### src/hdl/lru_pr_pkg.sv
// lru_pr_pkg: shared types for the lru page replacement block
// no dependencies; used by lru_pr_cell and lru_page_replacement
package lru_pr_pkg;

    // control part of the search token that walks the cell chain
    typedef struct packed {
        logic valid;
        logic hit_found;
        logic empty_found;
    } tok_flags_t;

    // control part of the update broadcast to every cell
    typedef struct packed {
        logic apply;
        logic set_page;
        logic set_valid;
        logic age_all;
    } upd_ctl_t;

    localparam int CFG_W = 4;

endpackage

### src/hdl/lru_pr_cell.sv
// lru_pr_cell: one page frame (page, valid, recency rank) plus one stage of the search token
// depends on lru_pr_pkg
module lru_pr_cell #(
    parameter int PAGE_W = 16,
    parameter int IDX_W  = 3
) (
    input  logic                   clk,
    input  logic                   rst_n,
    input  logic [IDX_W-1:0]       cell_index,
    input  logic                   active,
    input  lru_pr_pkg::tok_flags_t in_flags,
    input  logic [PAGE_W-1:0]      in_page,
    input  logic [IDX_W-1:0]       in_hit_idx,
    input  logic [IDX_W-1:0]       in_hit_rank,
    input  logic [IDX_W-1:0]       in_empty_idx,
    input  logic [IDX_W-1:0]       in_best_rank,
    input  logic [IDX_W-1:0]       in_best_idx,
    input  logic [PAGE_W-1:0]      in_best_page,
    output lru_pr_pkg::tok_flags_t out_flags,
    output logic [PAGE_W-1:0]      out_page,
    output logic [IDX_W-1:0]       out_hit_idx,
    output logic [IDX_W-1:0]       out_hit_rank,
    output logic [IDX_W-1:0]       out_empty_idx,
    output logic [IDX_W-1:0]       out_best_rank,
    output logic [IDX_W-1:0]       out_best_idx,
    output logic [PAGE_W-1:0]      out_best_page,
    input  lru_pr_pkg::upd_ctl_t   upd,
    input  logic [IDX_W-1:0]       upd_idx,
    input  logic [IDX_W-1:0]       upd_rank,
    input  logic [PAGE_W-1:0]      upd_page
);
    import lru_pr_pkg::*;

    logic [PAGE_W-1:0] page_reg;
    logic [PAGE_W-1:0] page_next;
    logic              valid_reg;
    logic              valid_next;
    logic [IDX_W-1:0]  rank_reg;
    logic [IDX_W-1:0]  rank_next;

    tok_flags_t        flags_reg;
    tok_flags_t        flags_next;
    logic [PAGE_W-1:0] tpage_reg;
    logic [IDX_W-1:0]  hit_idx_reg;
    logic [IDX_W-1:0]  hit_idx_next;
    logic [IDX_W-1:0]  hit_rank_reg;
    logic [IDX_W-1:0]  hit_rank_next;
    logic [IDX_W-1:0]  empty_idx_reg;
    logic [IDX_W-1:0]  empty_idx_next;
    logic [IDX_W-1:0]  best_rank_reg;
    logic [IDX_W-1:0]  best_rank_next;
    logic [IDX_W-1:0]  best_idx_reg;
    logic [IDX_W-1:0]  best_idx_next;
    logic [PAGE_W-1:0] best_page_reg;
    logic [PAGE_W-1:0] best_page_next;

    logic              is_hit;
    logic              is_empty;
    logic              is_best;

    // local lookup against the passing token
    always_comb
    begin
        is_hit   = active && valid_reg && (page_reg == in_page) && !in_flags.hit_found;
        is_empty = active && !valid_reg && !in_flags.empty_found;
        is_best  = active && ((cell_index == '0) || (rank_reg > in_best_rank));

        flags_next.valid       = in_flags.valid;
        flags_next.hit_found   = in_flags.hit_found || is_hit;
        flags_next.empty_found = in_flags.empty_found || is_empty;
        hit_idx_next   = is_hit ? cell_index : in_hit_idx;
        hit_rank_next  = is_hit ? rank_reg : in_hit_rank;
        empty_idx_next = is_empty ? cell_index : in_empty_idx;
        best_rank_next = is_best ? rank_reg : in_best_rank;
        best_idx_next  = is_best ? cell_index : in_best_idx;
        best_page_next = is_best ? page_reg : in_best_page;
    end

    // frame state update from the broadcast decision
    always_comb
    begin
        page_next  = page_reg;
        valid_next = valid_reg;
        rank_next  = rank_reg;
        if (upd.apply)
        begin
            if (cell_index == upd_idx)
            begin
                rank_next = '0;
                if (upd.set_page)
                    page_next = upd_page;
                if (upd.set_valid)
                    valid_next = 1'b1;
            end
            else if (valid_reg && (upd.age_all || (rank_reg < upd_rank)))
            begin
                rank_next = rank_reg + 1'b1;
            end
        end
    end

    always_ff @(posedge clk or negedge rst_n)
    begin
        if (!rst_n)
        begin
            valid_reg <= 1'b0;
            rank_reg  <= '0;
            flags_reg <= '0;
        end
        else
        begin
            valid_reg <= valid_next;
            rank_reg  <= rank_next;
            flags_reg <= flags_next;
        end
    end

    always_ff @(posedge clk)
    begin
        page_reg      <= page_next;
        tpage_reg     <= in_page;
        hit_idx_reg   <= hit_idx_next;
        hit_rank_reg  <= hit_rank_next;
        empty_idx_reg <= empty_idx_next;
        best_rank_reg <= best_rank_next;
        best_idx_reg  <= best_idx_next;
        best_page_reg <= best_page_next;
    end

    assign out_flags     = flags_reg;
    assign out_page      = tpage_reg;
    assign out_hit_idx   = hit_idx_reg;
    assign out_hit_rank  = hit_rank_reg;
    assign out_empty_idx = empty_idx_reg;
    assign out_best_rank = best_rank_reg;
    assign out_best_idx  = best_idx_reg;
    assign out_best_page = best_page_reg;

endmodule

### src/hdl/lru_page_replacement.sv
// lru_page_replacement: fully associative lru page replacement over a chain of frame cells
// depends on lru_pr_pkg and lru_pr_cell
//
// channel   direction  handshake                    payload
// request   in         start, busy                  page_number
// result    out        done (one-cycle strobe)      hit, frame_index, evicted_valid,
//                                                   evicted_page, fault_total
// config    in         cfg_we                       cfg_wdata (frames in use)
//
// a reference sends the search token through the frame cells, one frame
// cell per cycle, then the update is applied and the result registered
// busy is high from the accepting edge until the result edge
// reset clears all frames to empty, the fault count to zero and frames in use to 8
// the receiver cannot stall; done is high for exactly one cycle per transaction
module lru_page_replacement #(
    parameter int MAX_FRAMES = 8,
    parameter int PAGE_BITS  = 16
) (
    input  logic                         clk,
    input  logic                         rst_n,
    input  logic                         start,
    output logic                         busy,
    input  logic [15:0]                  page_number,
    input  logic                         cfg_we,
    input  logic [lru_pr_pkg::CFG_W-1:0] cfg_wdata,
    output logic                         done,
    output logic                         hit,
    output logic [2:0]                   frame_index,
    output logic                         evicted_valid,
    output logic [15:0]                  evicted_page,
    output logic [31:0]                  fault_total
);
    import lru_pr_pkg::*;

    localparam int IDX_W = (MAX_FRAMES > 1) ? $clog2(MAX_FRAMES) : 1;

    logic [CFG_W-1:0]  frames_reg;
    logic              busy_reg;
    logic              busy_next;
    logic              done_reg;
    logic              hit_reg;
    logic [2:0]        frame_reg;
    logic              evict_reg;
    logic [15:0]       evict_page_reg;
    logic [31:0]       fault_reg;
    logic [31:0]       fault_next;

    logic [7:0]            frames_ext;
    logic [7:0]            eff_frames;
    logic [MAX_FRAMES-1:0] active;
    logic [MAX_FRAMES-1:0] tok_valid;

    tok_flags_t        t_flags     [MAX_FRAMES+1];
    logic [PAGE_BITS-1:0] t_page   [MAX_FRAMES+1];
    logic [IDX_W-1:0]  t_hit_idx   [MAX_FRAMES+1];
    logic [IDX_W-1:0]  t_hit_rank  [MAX_FRAMES+1];
    logic [IDX_W-1:0]  t_empty_idx [MAX_FRAMES+1];
    logic [IDX_W-1:0]  t_best_rank [MAX_FRAMES+1];
    logic [IDX_W-1:0]  t_best_idx  [MAX_FRAMES+1];
    logic [PAGE_BITS-1:0] t_best_page [MAX_FRAMES+1];

    tok_flags_t        last;
    upd_ctl_t          upd;
    logic [IDX_W-1:0]  upd_idx;
    logic [IDX_W-1:0]  upd_rank;
    logic              is_fill;

    // clamp frames in use to 1..MAX_FRAMES
    always_comb
    begin
        frames_ext = {{(8-CFG_W){1'b0}}, frames_reg};
        priority if (frames_ext == 8'd0)
            eff_frames = 8'd1;
        else if (frames_ext > 8'(MAX_FRAMES))
            eff_frames = 8'(MAX_FRAMES);
        else
            eff_frames = frames_ext;
    end

    // token launch
    always_comb
    begin
        t_flags[0].valid       = start && !busy_reg;
        t_flags[0].hit_found   = 1'b0;
        t_flags[0].empty_found = 1'b0;
        t_page[0]      = PAGE_BITS'(page_number);
        t_hit_idx[0]   = '0;
        t_hit_rank[0]  = '0;
        t_empty_idx[0] = '0;
        t_best_rank[0] = '0;
        t_best_idx[0]  = '0;
        t_best_page[0] = '0;
    end

    genvar gi;
    generate
        for (gi = 0; gi < MAX_FRAMES; gi++)
        begin : g_cell
            assign active[gi]    = (8'(gi) < eff_frames);
            assign tok_valid[gi] = t_flags[gi+1].valid;

            lru_pr_cell #(
                .PAGE_W (PAGE_BITS),
                .IDX_W  (IDX_W)
            ) u_cell (
                .clk           (clk),
                .rst_n         (rst_n),
                .cell_index    (IDX_W'(gi)),
                .active        (active[gi]),
                .in_flags      (t_flags[gi]),
                .in_page       (t_page[gi]),
                .in_hit_idx    (t_hit_idx[gi]),
                .in_hit_rank   (t_hit_rank[gi]),
                .in_empty_idx  (t_empty_idx[gi]),
                .in_best_rank  (t_best_rank[gi]),
                .in_best_idx   (t_best_idx[gi]),
                .in_best_page  (t_best_page[gi]),
                .out_flags     (t_flags[gi+1]),
                .out_page      (t_page[gi+1]),
                .out_hit_idx   (t_hit_idx[gi+1]),
                .out_hit_rank  (t_hit_rank[gi+1]),
                .out_empty_idx (t_empty_idx[gi+1]),
                .out_best_rank (t_best_rank[gi+1]),
                .out_best_idx  (t_best_idx[gi+1]),
                .out_best_page (t_best_page[gi+1]),
                .upd           (upd),
                .upd_idx       (upd_idx),
                .upd_rank      (upd_rank),
                .upd_page      (t_page[MAX_FRAMES])
            );
        end
    endgenerate

    // decision from the token leaving the last cell
    always_comb
    begin
        last    = t_flags[MAX_FRAMES];
        is_fill = !last.hit_found && last.empty_found;

        upd.apply     = last.valid;
        upd.set_page  = !last.hit_found;
        upd.set_valid = is_fill;
        upd.age_all   = is_fill;

        priority if (last.hit_found)
        begin
            upd_idx  = t_hit_idx[MAX_FRAMES];
            upd_rank = t_hit_rank[MAX_FRAMES];
        end
        else if (last.empty_found)
        begin
            upd_idx  = t_empty_idx[MAX_FRAMES];
            upd_rank = '0;
        end
        else
        begin
            upd_idx  = t_best_idx[MAX_FRAMES];
            upd_rank = t_best_rank[MAX_FRAMES];
        end

        fault_next = fault_reg;
        if (last.valid && !last.hit_found && (fault_reg != '1))
            fault_next = fault_reg + 32'd1;

        busy_next = busy_reg;
        if (t_flags[0].valid)
            busy_next = 1'b1;
        else if (last.valid)
            busy_next = 1'b0;
    end

    always_ff @(posedge clk or negedge rst_n)
    begin
        if (!rst_n)
        begin
            frames_reg <= CFG_W'(8);
            busy_reg   <= 1'b0;
            done_reg   <= 1'b0;
            fault_reg  <= '0;
        end
        else
        begin
            if (cfg_we)
                frames_reg <= cfg_wdata;
            busy_reg  <= busy_next;
            done_reg  <= last.valid;
            fault_reg <= fault_next;
        end
    end

    always_ff @(posedge clk)
    begin
        if (last.valid)
        begin
            hit_reg        <= last.hit_found;
            frame_reg      <= 3'(upd_idx);
            evict_reg      <= !last.hit_found && !last.empty_found;
            evict_page_reg <= (!last.hit_found && !last.empty_found)
                              ? 16'(t_best_page[MAX_FRAMES]) : 16'd0;
        end
    end

    assign busy          = busy_reg;
    assign done          = done_reg;
    assign hit           = hit_reg;
    assign frame_index   = frame_reg;
    assign evicted_valid = evict_reg;
    assign evicted_page  = evict_page_reg;
    assign fault_total   = fault_reg;

    // one token in the chain at most
    a_one_token: assert property (@(posedge clk) disable iff (!rst_n)
        $onehot0(tok_valid))
        else $error("more than one token in the cell chain");

    // no token in flight while idle
    a_idle_empty: assert property (@(posedge clk) disable iff (!rst_n)
        !busy_reg |-> (tok_valid == '0))
        else $error("token in the chain while idle");

    // the result closes the transaction
    a_done_ends_busy: assert property (@(posedge clk) disable iff (!rst_n)
        done_reg |-> $fell(busy_reg))
        else $error("result without end of transaction");

    // a hit never evicts
    a_hit_no_evict: assert property (@(posedge clk) disable iff (!rst_n)
        (done_reg && hit_reg) |-> !evict_reg)
        else $error("eviction on a hit");

    // a miss leaves a nonzero fault count
    a_miss_counts: assert property (@(posedge clk) disable iff (!rst_n)
        (done_reg && !hit_reg) |-> (fault_reg != '0))
        else $error("miss without fault count");

endmodule
### config.mk
export PLATFORM = sky130hd
export DESIGN_NAME = lru_page_replacement
export DESIGN_NICKNAME = d
export VERILOG_FILES = /design/src/hdl/lru_pr_pkg.sv /design/src/hdl/lru_pr_cell.sv /design/src/hdl/lru_page_replacement.sv
export SDC_FILE = /design/constraint.sdc
export NUM_CORES = 1
export LEC_CHECK = 0
export BUFFER_PORTS_ARGS = -buffer_cell sky130_fd_sc_hd__buf_2
export CORE_UTILIZATION = 65
export CTS_BUF_LIST = sky130_fd_sc_hd__clkbuf_4 sky130_fd_sc_hd__clkbuf_8
export DETAILED_ROUTE_END_ITERATION = 10
export GPL_TIMING_DRIVEN = 0
export PLACE_DENSITY = 0.9
export SYNTH_ARGS = -nofsm -noshare
export SYNTH_HDL_FRONTEND = slang
export SYNTH_SLANG_ARGS = --single-unit
### constraint.sdc
create_clock -name clk -period 4.7 [get_ports clk]
set_input_delay 1.175 -clock clk [delete_from_list [all_inputs] [get_ports clk]]
set_output_delay 1.175 -clock clk [all_outputs]
set_load 0.005 [all_outputs]
== Word level (Yosys, flattened, before mapping) ==
Cells that the tools add are included.

* Add/subtract/negate cells: 9
* $mul: 0
* Divide/modulo/power cells: 0
* $lt $le $gt $ge: 24
* Equality and inequality tests: 16
* Shift operators: 0
* Mux-type cells: 48
* Bitwise logic cells: 1
* Reductions and logical operators: 140

{| class="wikitable"
|+ Operators by type and width
! cell !! number
|-
| $eq A16 B16 Y1 || 8
|-
| $mux W16 || 7
|-
| $mux W3 || 34
|-
| $logic_and A1 B1 Y1 || 58
|-
| $reduce_and A3 Y1 || 16
|-
| $add A32 B1 Y32 const B || 1
|-
| $lt A3 B8 Y1 const A || 4
|-
| $ne A32 B32 Y1 const B || 1
|-
| $logic_not A1 Y1 || 25
|-
| $add A3 B1 Y3 const B || 8
|-
| $lt A3 B3 Y1 || 8
|-
| $logic_or A1 B1 Y1 || 22
|-
| $gt A3 B3 Y1 || 7
|-
| $reduce_bool A2 Y1 || 9
|-
| $lt A1 B8 Y1 const A || 2
|-
| $lt A2 B8 Y1 const A || 2
|-
| $reduce_and A2 Y1 || 8
|-
| $eq A3 B3 Y1 const A || 4
|-
| $mux W8 || 1
|-
| $eq A2 B3 Y1 const A || 2
|-
| $mux W1 || 5
|-
| $gt A4 B4 Y1 const B || 1
|-
| $logic_not A4 Y1 || 1
|-
| $mux W4 || 1
|-
| other kinds (3) || 3
|}

* Flip-flop bits (word level): 610
* Latch bits: 0
* Memory bits (writable): 0
* ROM bits: 0
* Input port bits: 24
* Word-level logic and storage cells: 347
* Memories kept: 0

== Logic depth before layout (Yosys ltp) ==
* Word-level depth: 8
* Depth in mapped cells: 12

== Hierarchy ==
From an unflattened synthesis, not the netlist that was laid out.

* Cell total of the unflattened synthesis: 1,580
* Area, all modules: 22,245.1 um2

{| class="wikitable"
|+ By module, submodules not included
! module !! times used !! cells an instance !! area each (um2)
|-
| lru_pr_cell || 8 || 168 || 2,432.3
|-
| lru_page_replacement || 1 || 236 || 2,786.4
|}

== Worst setup path after synthesis ==
OpenSTA, ideal clock, no wires.

* Path kind: reg2reg
* Start point: register g_cell[7].u_cell.flags_reg, in the netlist g_cell[7].u_cell.out_flags[1]
* End point: register g_cell[7].u_cell.rank_reg[2]
* Data arrival time: 2,757 ps
* Path slack: 1,805 ps
* Stages on the path, launching flop included: 13
* Cells stage by stage: dfrtp_1 buf_2 buf_2 nor2_1 clkbuf_1 clkbuf_1 a22oi_1 ha_1 a211oi_1 o21ai_0 a21boi_0 a211o_1 o211ai_1

* Cells in the longest elaborated chain, start to end: 6

{| class="wikitable"
|+ RTL lines
! item !! line !! text
|-
| start: declaration || lru_pr_cell.sv:41 || <nowiki>tok_flags_t flags_reg;</nowiki>
|-
| start signal: assignment || lru_pr_cell.sv:114 || <nowiki>flags_reg <= flags_next;</nowiki>
|-
| $mux W3 / $logic_not A1 Y1 (equally long branches) || lru_page_replacement.sv:145, lru_page_replacement.sv:138 ||
|-
| $lt A3 B3 Y1 / $logic_and A1 B1 Y1 (equally long branches) || lru_pr_cell.sv:95, lru_page_replacement.sv:138 ||
|-
| $logic_or A1 B1 Y1 || lru_pr_cell.sv:95 || <nowiki>else if (valid_reg && (upd.age_all || (rank_reg < upd_rank)))</nowiki>
|-
| $logic_and A1 B1 Y1 || lru_pr_cell.sv:95 ||
|-
| $reduce_bool A2 Y1 (no line) || -- ||
|-
| $reduce_and A2 Y1 (no line) || -- ||
|-
| end signal: assignment || lru_pr_cell.sv:113 || <nowiki>rank_reg <= rank_next;</nowiki>
|-
| end: declaration || lru_pr_cell.sv:38 || <nowiki>logic [IDX_W-1:0] rank_reg;</nowiki>
|}

Several ways; a longest one is shown, not always the timed one.
A chain may end at the register's enable or synchronous reset.

== Final worst setup path ==
Ends and elaborated chain as after synthesis.

==> impl_metrics.ini <==
[power]
pwr-share-clk_pct = 33.0
pwr-share-comb_pct = 17.6
seqPwrFrac_pct = 49.3
internal_power_mw = 9.93
power.switching_mw = 3.66
power_mw = 13.6
peakVddDrop_uv = 348
power_density_nw_per_um2 = 577
leakagePower_nw = 9.65
p_sw_share_pct = 26.9

[synthesis]
synthCells = 1474
synth_top_flop_cell = dfxtp_1
synth_seq_cells = 598
synth_area_per_cell_um2 = 14.0
synth_area_um2 = 20700
ys_types = 61
synthArstFlopShare_pct = 15.7
synth_edf_count = 149
yosys_warnings = 0
synth-seq-area-share_pct = 67.4
syn-num-nets = 1544

[cts]
cts.clk_slew.worst_paths_ns = 0.07
h-tree-depth = 3
cts-root-buf = clkbuf_8
cts_setup_buffers = 0
cts_tree = done
cts_resized = 0
cts_buffers = 88
clock-sinks = 598
cts_max_path_buffers = 3
insertion_delay_ns = 0.64
cts_hold_buffers = 0

[setup_path]
slowest_stage = a22oi_1
r2r_setup_slack_ns = 0.67
worstSetupEndpointType = flip-flop
critPathTopFamily = compound AO/OA/AOI/OAI gates
r2r_start = g_cell[7].u_cell.out_flags[1]$_DFF_PN0_
slowest_delay_ns = 0.92
crit_chain = buf_2, buf_2, nor2_1, clkbuf_1, clkbuf_1, a22oi_1, ha_1, a211oi_1, o21ai_0, a21boi_0, a211o_1, o211ai_1
start_kind = flip-flop
worstPathRequired_ns = 5.17
critPathKind = flip-flop to flip-flop
reg2reg_depth = 12
r2r_end = g_cell[7].u_cell.rank_reg[2]$_DFFE_PN0P_
arrival_ns = 4.50
cp_num_buf_inv = 4
cp_max_fo = 10

[layout]
finalNonFillerCells = 2113
drive_gt1_share_pct = 27.1
diodes = 0
final_core_util_pct = 76.2
nets = 1713
area_growth_syn_to_layout_pct = 14.0
stdcell_area_um2 = 23600

[sta]
setup-violations-final = 0
period_minus_slack_ns = 4.03
finClkSkew_ns = 0.0393
worst_slew_pin_slew_ns = 1.32
fin_tns_setup_ns = 0
slew_headroom_pct = 11.8
rsz0062_at_grt = no
fin_crit_sh_pct = 85.7
drv_slew = 0
fmaxAchievable_mhz = 248
finalHoldViolCount = 0

[floorplanning]
coreArea_um2 = 30900
fp.dieH_um = 180
start_util_pct = 66.9
rows = 64
fp.dieW_um = 180
io_pins = 79
die_area_um2 = 32500

[global_routing]
antenna_found_initial = 0
grt_overflow_total = 0
grt_use_total_pct = 28.7
grt_max_degree = 49
grt_pass1_wl_um = 72100
grt_pass1_vias = 12990

[drt]
drt-total-wl_um = 46400
drc_errors = 0
post_drt_wl_per_cell_um = 22.0
vias = 12445
drt_pass1_iterations = 5
vias_per_cell = 5.89
first_iter_violations = 845
ant_nets = 0

[placement]
io_buffers = 78
hpwlAfterDp_um = 29700
placed_area_um2 = 21600
routabilityCongestion = 0.941
dp.cells = 1949

[worst_hold_path]
hold_path.class = flip-flop to flip-flop
worstHoldStart = g_cell[1].u_cell.out_flags[2]$_DFF_PN0_
hold_path_end = g_cell[2].u_cell.out_flags[2]$_DFF_PN0_
whs_path_depth = 0

[flow_run]
drv_cap = 0

[status]
outcome = complete, no violations
[how the worst max path moves through the flow]
stage / startpoint / endpoint / slack (ns) / cells after the start
floorplan: g_cell[7].u_cell.out_flags[1]$_DFF_PN0_ / g_cell[7].u_cell.rank_reg[2]$_DFFE_PN0P_ / 1.81 / 12
global placement: g_cell[7].u_cell.out_flags[1]$_DFF_PN0_ / g_cell[7].u_cell.rank_reg[2]$_DFFE_PN0P_ / 0.93 / 12
detailed placement: g_cell[7].u_cell.out_flags[1]$_DFF_PN0_ / g_cell[7].u_cell.rank_reg[2]$_DFFE_PN0P_ / 0.78 / 12
CTS: g_cell[7].u_cell.out_flags[1]$_DFF_PN0_ / g_cell[7].u_cell.rank_reg[2]$_DFFE_PN0P_ / 0.74 / 12
global route: g_cell[7].u_cell.out_flags[1]$_DFF_PN0_ / g_cell[7].u_cell.rank_reg[2]$_DFFE_PN0P_ / 0.42 / 12
finish: g_cell[7].u_cell.out_flags[1]$_DFF_PN0_ / g_cell[7].u_cell.rank_reg[2]$_DFFE_PN0P_ / 0.67 / 12
[worst reg2reg max path, cell delays in order, from the launching register on]
cell      delay, ns
dfrtp_1        0.34
buf_2          0.19
buf_2          0.25
nor2_1         0.15
clkbuf_1       0.25
clkbuf_1       0.27
a22oi_1        0.92
ha_1           0.40
a211oi_1       0.24
o21ai_0        0.12
a21boi_0       0.47
a211o_1        0.21
o211ai_1       0.08
[power groups by stage]
stage	logic [mW]	registers [mW]	clock network, mW
floorplan	1.72	6.56	0
global placement	2.12	6.70	0
detailed placement	2.23	6.75	0
CTS	2.36	6.69	4.52
global route	2.54	6.76	4.75
finish	2.40	6.70	4.49
[synth_stat cells (all sizes together), types with 4 or more instances]
library cell	n	area [µm²]
nand2	23	86.3
nor2	30	113
and4	4	35.0
mux2i	9	90.1
a21oi	27	135
a311oi	8	87.6
o21ai	21	105
a31oi	4	25.0
nor3	26	130
xor2	77	674
a21o	7	52.6
edfxtp	149	4470
a22o	8	70.1
buf	20	100
nor2b	18	113
nand4	41	263
and2	28	176
inv	43	161
xnor2	77	674
mux2	162	1820
nand2b	15	93.8
dfxtp	355	7110
o21a	5	37.5
ha	46	576
and3	12	76.3
dfrtp	93	2330
o21bai	16	120
nand3	31	155
nor4	23	159
clkbuf	34	129
or2	24	150
[stage by stage]
stage / hold WS (ns) / setup WS (ns)
floorplan: 0.331 / 1.81
global placement: 0.339 / 0.933
detailed placement: 0.336 / 0.783
CTS: 0.340 / 0.740
global route: 0.348 / 0.422
finish: 0.349 / 0.674
[cells in the final DEF, fill, tap and decap left out, types with 23 or more instances in the layout]
master,instances
clkbuf_4,41
clkbuf_8,108
inv_1,42
ha_1,46
nand4_1,40
nand3_1,31
nor3_1,26
xor2_1,77
mux2_2,162
nand2_1,23
or2_2,24
dfrtp_1,93
and2_1,27
xnor2_1,77
clkbuf_1,33
dfxtp_1,355
nor2_1,24
edfxtp_1,149
buf_2,97
a21oi_1,27
[area by class of cell]
cell class	count	area, µm²
multi-input combinational	779	6360
clock buffer	149	1790
fill	1679	7350
timing repair buffer	79	420
tap	396	495
inverter	43	161
buffer	54	229
sequential	598	13900
clock inverter	15	161
[cell families after synthesis]
group	synth area share (%)
AO/OA/AOI/OAI	4.25
XOR/XNOR	6.52
adder cells (fa/ha/maj)	2.78
buffers and inverters	1.89
flip-flops	67.4
multiplexers	9.26
AND/OR/NAND/NOR	7.89
[routing by layer]
layer	vias to the layer above	track usage (%)	part of all wire, %
li1	5553	-	-
met1	6208	34.9	40
met2	568	50.1	50
met3	116	5.21	5.9
met4	0	13.0	3.6
met5	-	0	0
No activity file was read; power rests on OpenSTA's default activity.
